`src/rtl/xfcr_pkg.sv`:
```
// xfcr_pkg: shared types and constants of the framed command responder
package xfcr_pkg;

	localparam int unsigned QUEUE_DEPTH = 2;
	localparam int unsigned QPTR_W      = (QUEUE_DEPTH > 1) ? $clog2(QUEUE_DEPTH) : 1;
	localparam int unsigned QCNT_W      = $clog2(QUEUE_DEPTH + 1);

	localparam logic [7:0] CH_DOLLAR       = 8'h24;
	localparam logic [7:0] CH_UNDERSCORE   = 8'h5F;
	localparam logic [7:0] SCAN_LAST_BYTE  = 8'd23;
	localparam logic [7:0] SCAN_REP_RESET  = 8'd10;
	localparam logic [2:0] MIN_POS_BEFORE_SUM = 3'd6;
	localparam logic [2:0] POS_MAX         = 3'd7;

	localparam logic [3:0] ECHO_LAST_IDX = 4'd7;
	localparam logic [3:0] SCAN_LAST_IDX = 4'd10;

	typedef enum logic [1:0] {
		KIND_REPLY    = 2'd0,
		KIND_CSUM_ERR = 2'd1,
		KIND_UNKNOWN  = 2'd2
	} result_kind_t;

	typedef enum logic [1:0] {
		JOB_CSUM_ERR = 2'd0,
		JOB_UNKNOWN  = 2'd1,
		JOB_ECHO     = 2'd2,
		JOB_SCAN     = 2'd3
	} job_kind_t;

	typedef struct packed {
		job_kind_t  kind;
		logic [7:0] c1;
		logic [7:0] c2;
		logic [7:0] c3;
		logic [7:0] param;
		logic [7:0] rep;
	} job_t;

	typedef struct packed {
		logic push;
		job_t job;
	} job_push_t;

	typedef struct packed {
		logic full;
		logic valid;
	} queue_status_t;

endpackage

```
`src/rtl/xfcr_front.sv`:
```
// xfcr_front: frame tracking, checksum test and command classification
module xfcr_front (
	input  logic                   clk,
	input  logic                   arst_n,
	input  logic                   in_valid,
	input  logic                   in_stall,
	input  logic [7:0]             rx_byte,
	input  logic                   end_of_frame,
	input  logic                   cfg_valid,
	input  logic                   cfg_ready,
	input  logic [7:0]             cfg_data,
	output xfcr_pkg::job_push_t    push
);

	logic [2:0] pos_q;
	logic [7:0] xor_q;
	logic       dollar_q;
	logic [7:0] cmd_q [4];
	logic [7:0] param_q;
	logic [7:0] scan_rep_q;

	logic       accept;
	logic       dollar;
	logic       cmd_tail;
	logic       is_rdy, is_con, is_fre, is_dat;
	logic       respond;
	xfcr_pkg::job_kind_t kind;

	assign accept   = in_valid && !in_stall;
	assign dollar   = (pos_q == 3'd0) ? (rx_byte == xfcr_pkg::CH_DOLLAR) : dollar_q;
	assign cmd_tail = (cmd_q[3] == xfcr_pkg::CH_UNDERSCORE);
	assign is_rdy   = cmd_tail && cmd_q[0] == 8'h72 && cmd_q[1] == 8'h64 && cmd_q[2] == 8'h79;
	assign is_con   = cmd_tail && cmd_q[0] == 8'h63 && cmd_q[1] == 8'h6F && cmd_q[2] == 8'h6E;
	assign is_fre   = cmd_tail && cmd_q[0] == 8'h66 && cmd_q[1] == 8'h72 && cmd_q[2] == 8'h65;
	assign is_dat   = cmd_tail && cmd_q[0] == 8'h64 && cmd_q[1] == 8'h61 && cmd_q[2] == 8'h74;

	always_comb begin
		respond = 1'b1;
		kind    = xfcr_pkg::JOB_UNKNOWN;
		priority if (rx_byte != xor_q) begin
			kind = xfcr_pkg::JOB_CSUM_ERR;
		end else if (pos_q < xfcr_pkg::MIN_POS_BEFORE_SUM) begin
			kind = xfcr_pkg::JOB_UNKNOWN;
		end else if (is_rdy || is_con) begin
			kind = xfcr_pkg::JOB_ECHO;
		end else if (is_fre) begin
			kind = xfcr_pkg::JOB_SCAN;
		end else if (is_dat) begin
			respond = 1'b0;
		end else begin
			kind = xfcr_pkg::JOB_UNKNOWN;
		end
	end

	always_comb begin
		push.push      = accept && end_of_frame && dollar && respond;
		push.job.kind  = kind;
		push.job.c1    = cmd_q[0];
		push.job.c2    = cmd_q[1];
		push.job.c3    = cmd_q[2];
		push.job.param = param_q;
		push.job.rep   = (kind == xfcr_pkg::JOB_SCAN && scan_rep_q != 8'd0) ? scan_rep_q : 8'd1;
	end

	always_ff @(posedge clk or negedge arst_n) begin
		if (!arst_n) begin
			scan_rep_q <= xfcr_pkg::SCAN_REP_RESET;
		end else if (cfg_valid && cfg_ready) begin
			scan_rep_q <= cfg_data;
		end
	end

	always_ff @(posedge clk or negedge arst_n) begin
		if (!arst_n) begin
			pos_q    <= 3'd0;
			xor_q    <= 8'd0;
			dollar_q <= 1'b0;
			param_q  <= 8'd0;
			for (int i = 0; i < 4; i++) cmd_q[i] <= 8'd0;
		end else if (accept) begin
			if (end_of_frame) begin
				pos_q    <= 3'd0;
				xor_q    <= 8'd0;
				dollar_q <= 1'b0;
				param_q  <= 8'd0;
				for (int i = 0; i < 4; i++) cmd_q[i] <= 8'd0;
			end else begin
				dollar_q <= dollar;
				xor_q    <= xor_q ^ rx_byte;
				if (pos_q >= 3'd1 && pos_q <= 3'd4) begin
					cmd_q[pos_q[1:0] - 2'd1] <= rx_byte;
				end
				if (pos_q == 3'd5) begin
					param_q <= rx_byte;
				end
				if (pos_q != xfcr_pkg::POS_MAX) begin
					pos_q <= pos_q + 3'd1;
				end
			end
		end
	end

endmodule

```
`src/rtl/xfcr_queue.sv`:
```
// xfcr_queue: short job queue between front and back
module xfcr_queue (
	input  logic                    clk,
	input  logic                    arst_n,
	input  xfcr_pkg::job_push_t     push,
	input  logic                    pop,
	output xfcr_pkg::queue_status_t status,
	output xfcr_pkg::job_t          head
);

	xfcr_pkg::job_t              mem_q [xfcr_pkg::QUEUE_DEPTH];
	logic [xfcr_pkg::QPTR_W-1:0] wr_ptr_q;
	logic [xfcr_pkg::QPTR_W-1:0] rd_ptr_q;
	logic [xfcr_pkg::QCNT_W-1:0] count_q;
	logic                        do_push;
	logic                        do_pop;

	function automatic logic [xfcr_pkg::QPTR_W-1:0] next_ptr(
		input logic [xfcr_pkg::QPTR_W-1:0] p
	);
		next_ptr = (p == xfcr_pkg::QPTR_W'(xfcr_pkg::QUEUE_DEPTH - 1)) ?
			'0 : p + xfcr_pkg::QPTR_W'(1);
	endfunction

	assign status.full  = (count_q == xfcr_pkg::QCNT_W'(xfcr_pkg::QUEUE_DEPTH));
	assign status.valid = (count_q != '0);
	assign head         = mem_q[rd_ptr_q];
	assign do_push      = push.push && !status.full;
	assign do_pop       = pop && status.valid;

	always_ff @(posedge clk) begin
		if (do_push) begin
			mem_q[wr_ptr_q] <= push.job;
		end
	end

	always_ff @(posedge clk or negedge arst_n) begin
		if (!arst_n) begin
			wr_ptr_q <= '0;
			rd_ptr_q <= '0;
			count_q  <= '0;
		end else begin
			if (do_push) wr_ptr_q <= next_ptr(wr_ptr_q);
			if (do_pop)  rd_ptr_q <= next_ptr(rd_ptr_q);
			unique case ({do_push, do_pop})
				2'b10:   count_q <= count_q + xfcr_pkg::QCNT_W'(1);
				2'b01:   count_q <= count_q - xfcr_pkg::QCNT_W'(1);
				default: count_q <= count_q;
			endcase
		end
	end

	a_no_push_when_full: assert property (@(posedge clk) disable iff (!arst_n)
		push.push |-> !status.full)
		else $error("job pushed into full queue");

	a_no_pop_when_empty: assert property (@(posedge clk) disable iff (!arst_n)
		pop |-> status.valid)
		else $error("job popped from empty queue");

endmodule

```
`src/rtl/xfcr_back.sv`:
```
// xfcr_back: turns queued jobs into status items and reply byte runs
module xfcr_back (
	input  logic           clk,
	input  logic           arst_n,
	input  logic           job_valid,
	input  xfcr_pkg::job_t job,
	output logic           pop,
	output logic           out_valid,
	input  logic           out_stall,
	output logic [1:0]     result_kind,
	output logic [7:0]     reply_byte,
	output logic [7:0]     repeat_total,
	output logic           last_of_run
);

	logic           active_q;
	xfcr_pkg::job_t job_q;
	logic [3:0]     idx_q;
	logic [7:0]     sum_q;

	logic           out_valid_q;
	logic [1:0]     kind_q;
	logic [7:0]     byte_q;
	logic [7:0]     rep_q;
	logic           last_q;

	logic           advance;
	logic           is_last;
	logic [3:0]     last_idx;
	logic [7:0]     frame_byte;
	logic [7:0]     emit_byte;
	logic [1:0]     emit_kind;

	always_comb begin
		unique case (job_q.kind)
			xfcr_pkg::JOB_ECHO: last_idx = xfcr_pkg::ECHO_LAST_IDX;
			xfcr_pkg::JOB_SCAN: last_idx = xfcr_pkg::SCAN_LAST_IDX;
			default:            last_idx = 4'd0;
		endcase
	end

	always_comb begin
		unique case (idx_q)
			4'd0:    frame_byte = xfcr_pkg::CH_DOLLAR;
			4'd1:    frame_byte = job_q.c1;
			4'd2:    frame_byte = job_q.c2;
			4'd3:    frame_byte = job_q.c3;
			4'd4:    frame_byte = xfcr_pkg::CH_UNDERSCORE;
			4'd5:    frame_byte = xfcr_pkg::CH_UNDERSCORE;
			4'd6:    frame_byte = job_q.param;
			4'd9:    frame_byte = xfcr_pkg::SCAN_LAST_BYTE;
			default: frame_byte = 8'd0;
		endcase
	end

	always_comb begin
		unique case (job_q.kind)
			xfcr_pkg::JOB_CSUM_ERR: emit_kind = xfcr_pkg::KIND_CSUM_ERR;
			xfcr_pkg::JOB_UNKNOWN:  emit_kind = xfcr_pkg::KIND_UNKNOWN;
			default:                emit_kind = xfcr_pkg::KIND_REPLY;
		endcase
	end

	assign advance   = active_q && (!out_valid_q || !out_stall);
	assign is_last   = (idx_q == last_idx);
	assign emit_byte = (emit_kind != xfcr_pkg::KIND_REPLY) ? 8'd0 :
		(is_last ? sum_q : frame_byte);
	assign pop       = job_valid && (!active_q || (advance && is_last));

	always_ff @(posedge clk) begin
		if (pop) begin
			job_q <= job;
		end
		if (advance) begin
			kind_q <= emit_kind;
			byte_q <= emit_byte;
			rep_q  <= job_q.rep;
			last_q <= is_last;
		end
	end

	always_ff @(posedge clk or negedge arst_n) begin
		if (!arst_n) begin
			active_q    <= 1'b0;
			idx_q       <= 4'd0;
			sum_q       <= 8'd0;
			out_valid_q <= 1'b0;
		end else begin
			if (pop) begin
				active_q <= 1'b1;
				idx_q    <= 4'd0;
				sum_q    <= 8'd0;
			end else if (advance) begin
				if (is_last) begin
					active_q <= 1'b0;
				end
				idx_q <= idx_q + 4'd1;
				sum_q <= sum_q ^ frame_byte;
			end
			if (advance) begin
				out_valid_q <= 1'b1;
			end else if (!out_stall) begin
				out_valid_q <= 1'b0;
			end
		end
	end

	assign out_valid    = out_valid_q;
	assign result_kind  = kind_q;
	assign reply_byte   = byte_q;
	assign repeat_total = rep_q;
	assign last_of_run  = last_q;

	a_status_is_single: assert property (@(posedge clk) disable iff (!arst_n)
		out_valid && result_kind != xfcr_pkg::KIND_REPLY |-> last_of_run)
		else $error("status item not marked last of run");

	a_idx_in_range: assert property (@(posedge clk) disable iff (!arst_n)
		active_q |-> idx_q <= last_idx)
		else $error("reply index past end of frame");

	a_pop_only_at_end: assert property (@(posedge clk) disable iff (!arst_n)
		pop && active_q |-> advance && is_last)
		else $error("job taken while previous run unfinished");

endmodule

```
`src/rtl/xor_framed_command_responder.sv`:
```
// xor_framed_command_responder: top level of the framed command responder
//
//  channel  signals                                        dir
//  in       in_valid, in_stall, rx_byte, end_of_frame      receive
//  out      out_valid, out_stall, result_kind, reply_byte,
//           repeat_total, last_of_run                      send
//  cfg      cfg_valid, cfg_ready, cfg_data                 receive
//
// one input byte per cycle while in_stall is low; the running xor and byte capture sit in the front
// a frame end queues at most one job; the back sends one result item a cycle
// while out_stall is low, so a reply run holds 8 or 11 items and a status item one
// in_stall rises only while the two-entry job queue is full
// reset clears frame state, queue, output valid and sets the repeat count to 10
module xor_framed_command_responder (
	input  logic       clk,
	input  logic       arst_n,
	input  logic       in_valid,
	output logic       in_stall,
	input  logic [7:0] rx_byte,
	input  logic       end_of_frame,
	output logic       out_valid,
	input  logic       out_stall,
	output logic [1:0] result_kind,
	output logic [7:0] reply_byte,
	output logic [7:0] repeat_total,
	output logic       last_of_run,
	input  logic       cfg_valid,
	output logic       cfg_ready,
	input  logic [7:0] cfg_data
);

	xfcr_pkg::job_push_t     push;
	xfcr_pkg::queue_status_t q_status;
	xfcr_pkg::job_t          q_head;
	logic                    q_pop;

	assign cfg_ready = 1'b1;
	assign in_stall  = q_status.full;

	xfcr_front u_front (
		.clk          (clk),
		.arst_n       (arst_n),
		.in_valid     (in_valid),
		.in_stall     (in_stall),
		.rx_byte      (rx_byte),
		.end_of_frame (end_of_frame),
		.cfg_valid    (cfg_valid),
		.cfg_ready    (cfg_ready),
		.cfg_data     (cfg_data),
		.push         (push)
	);

	xfcr_queue u_queue (
		.clk    (clk),
		.arst_n (arst_n),
		.push   (push),
		.pop    (q_pop),
		.status (q_status),
		.head   (q_head)
	);

	xfcr_back u_back (
		.clk          (clk),
		.arst_n       (arst_n),
		.job_valid    (q_status.valid),
		.job          (q_head),
		.pop          (q_pop),
		.out_valid    (out_valid),
		.out_stall    (out_stall),
		.result_kind  (result_kind),
		.reply_byte   (reply_byte),
		.repeat_total (repeat_total),
		.last_of_run  (last_of_run)
	);

endmodule
```
`config.mk`:
```
export PLATFORM = sky130hd
export DESIGN_NAME = xor_framed_command_responder
export DESIGN_NICKNAME = d
export VERILOG_FILES = /design/src/rtl/xfcr_pkg.sv /design/src/rtl/xfcr_front.sv /design/src/rtl/xfcr_queue.sv /design/src/rtl/xfcr_back.sv /design/src/rtl/xor_framed_command_responder.sv
export SDC_FILE = /design/constraint.sdc
export NUM_CORES = 1
export LEC_CHECK = 0
export ABC_AREA = 1
export BUFFER_PORTS_ARGS = -buffer_cell sky130_fd_sc_hd__buf_4
export CAP_MARGIN = 10
export CORE_MARGIN = 5
export CORE_UTILIZATION = 60
export DETAILED_ROUTE_END_ITERATION = 10
export PLACE_DENSITY = 0.81
export SYNTH_ARGS = -nofsm -noshare
export SYNTH_HDL_FRONTEND = slang
export SYNTH_SLANG_ARGS = --single-unit
```
`constraint.sdc`:
```
create_clock -name clk -period 9.3 [get_ports clk]
set_input_delay 0.93 -clock clk [delete_from_list [all_inputs] [get_ports clk]]
set_output_delay 0.93 -clock clk [all_outputs]
set_load 0.02 [all_outputs]
```
==> metrics.yaml <==
status: "finished clean"
grt_pass1_wl_mm: 30.0
synth.cell_area_mm2: 0.00924
synth_cell_types: 39
rows: 45
synth.area.top_cells: "edfxtp_1 (47%), dfrtp_1 (21%), nand2_1 (10%), inv_1 (3.4%), nor2_1 (2.9%)"
port_buffers: 42
die_y_um: 134
grt_overflow: 0
setup_viol: 0
drc: 0
avgRoutedWirePerCell_um: 16.7
p_leak_uw: 0.00455
syn_to_final_growth_pct: 14.4
skew_ps: 13.2
final_util_pct: 69.8
routed_wl_mm: 18.4
synth_top_family_by_area: "simple AND/OR/NAND/NOR gates"
hold_class: "reg -> reg"
clk_path_buf_depth: 3
min_from: "u_back.job_q[4]"
reg2reg_to: "u_queue.mem_q[1][37]"
final.setup.tns_ps: 0
ys_ff_latch: 223
clock-sinks: 223
hold_viol: 0
place.gp.congestion: 0.870
postCtsResizedCells: 0
clockPowerShare_pct: 28.4
postSynthCellCount: 843
drv_slew: 0
n_antenna_cell: 0
grt_usage_pct: 20.9
drt_pass1_iterations: 8
synth_top_area_share_pct: 47.1
drv_cap: 0
cts_tree: "built"
ys_warn_count: 0
combPwrFrac_pct: 26.6
path_class: "reg -> reg"
syn_avg_cell_area_um2: 11.0
fin_crit_sh_pct: 33.0
p_seq_share_pct: 45.0
hold_end: "u_back.repeat_total[4]"
synth_xor_area_share_pct: 1.33
hold_depth: 0
cp.buffers_inverters: 2
antenna_found_initial: 0
cts-root-buf: "clkbuf_16"
r2r_start: "u_front.pos_q[1]"
nNetsFinal: 931
r2r_slack_ps: 6230
grt_max_degree: 79
cts_buffers: 22
dieArea_mm2: 0.0180
die-width_um: 134
p_per_area_mw_per_mm2: 320
intPower_uw: 2250
h-tree-depth: 1
start_util_pct: 61.0
fmax_mhz: 325
dp_hpwl_mm: 12.3
crit_fanout: 42
drive_gt1_share_pct: 14.3
p_sw_share_pct: 33.4
clkLatencyLatePin_ps: 500
dr_total_vias: 6004
cpPeakStageDelay_ps: 920
drt_first_iter_violations: 458
worstPathRequired_ps: 9410
synth-compound-area-share_pct: 5.48
crit_chain: "inv_1, ha_1, inv_1, nor2_1, o21ai_0, o21ai_0, nor2_1, nand2_1, nor2_4"
yosys.area_share.simple_pct: 17.5
synth_adder_area_share_pct: 1.49
yosys.area.top_type: "edfxtp_1"
ios: 44
start_kind: "flop"
tightestPinTransition_ps: 1170
power.switching_uw: 1130
r2r_cells: 9
post-route-min-period_ps: 3070
grt_setup_unrepaired: "no"
synth.area.mux_share_pct: 0.975
cts_setup_buffers: 0
clk_pin_slew_ps: 60
grt_pass1_vias: 5989
vias_per_cell: 5.45
arrival_ps: 3180
relSlewSlack_pct: 22.0
postRouteAntennaNets: 0
core_area_mm2: 0.0151
ir_drop_mv: 0.193
cts_hold_buf: 0
cpLargestDelayFamily: "simple AND/OR/NAND/NOR gates"
cp-end-kind: "flop"
cpMaxStageDelayCell: "nor2_4"
syn-num-nets: 876
yosysSeqAreaShare_pct: 68.3
[cell usage after synthesis, drive strengths merged]
cell type,number
nand3,19
nor3,12
o211ai,1
a21oi,19
conb,1
mux2,8
nand4,10
xnor2,9
ha,11
clkinv,4
nor4,2
nor2,77
xor2,5
a211oi,2
nand2,265
o31ai,1
and3,3
inv,92
o21ai,30
dfrtp,76
o22ai,32
edfxtp,145
clkbuf,10
dfstp,2
buf,7
[per-layer routing]
metal / part of all wire [%] / GRT usage [%]
met5: 0 / 0
met1: 42 / 28.5
met2: 48 / 34.5
met3: 5.7 / 2.96
met4: 4.0 / 8.26
[worst max-delay path by stage]
| stage | cells past startpoint | slack [ps] | from | endpoint |
|---|---|---|---|---|
| detailed placement | 8 | 6100 | rx_byte[6] | u_queue.mem_q[1][37] |
| finish | 9 | 6230 | u_front.pos_q[1] | u_queue.mem_q[1][37] |
| CTS | 9 | 6230 | u_front.pos_q[1] | u_queue.mem_q[1][38] |
| global placement | 8 | 6110 | rx_byte[6] | u_queue.mem_q[1][38] |
| floorplan | 5 | 5380 | out_stall | u_back.job_q[0] |
| global route | 9 | 5990 | u_front.pos_q[1] | u_queue.mem_q[1][22] |
[logic make-up after synthesis]
family | after synthesis
AOI/OAI and AO/OA | 85
xor gates and xnor gates | 14
adders and majority gates | 11
buffers and inverters | 113
DFF | 223
muxes | 8
other | 1
and+or+nand+nor | 388
[metrics by stage]
step                cell area [µm²]  hold WS, ps  instances  power, µW  setup WS, ps
floorplan                      9240          400        843       2140          5380
global placement               9770          404       1062       2390          6110
detailed placement             9770          410       1062       2430          6100
CTS                           10600          424       1102       3400          6230
global route                  10600          437       1102       3580          5990
finish                        10600          426       1102       3390          6230
[final cells by class]
| type | count | area (µm²) |
|---|---|---|
| multi-input cells | 507 | 2500 |
| well taps | 188 | 235 |
| flip-flops and latches | 223 | 6310 |
| repair buffers | 48 | 360 |
| clock inverters | 14 | 179 |
| fillers | 1010 | 4570 |
| inverters | 96 | 363 |
| clock buffers | 26 | 628 |
[registers in the layout (all words and copies together) (netlist names), 2 cells and up]
register	cells
u_queue.count_q	2
u_back.reply_byte	8
u_queue.mem_q	84
u_back.job_q	42
u_back.result_kind	2
u_back.repeat_total	8
u_back.sum_q	8
u_front.param_q	8
u_front.pos_q	3
u_back.idx_q	4
u_front.cmd_q	8
u_front.push	24
u_front.xor_q	8
u_front.scan_rep_q	8
[placed cells by master (no fill, tap or decap), types with 11 or more instances in the layout]
master and n:
o22ai_1 32, o21ai_0 29, nor2_1 71, clkbuf_16 24
edfxtp_1 145, nand2_1 253, inv_1 84, a21oi_1 13
nand3_1 19, ha_1 11, dfrtp_1 76, nor3_1 12
buf_4 48
[power by group through the flow]
stage	Clock, µW	Sequential, µW	Combinational (µW)
CTS	969	1520	904
floorplan	0	1530	617
detailed placement	0	1540	893
finish	962	1520	900
global route	1010	1550	1010
global placement	0	1520	867
Note: power is estimated with default switching activity, not from simulation.
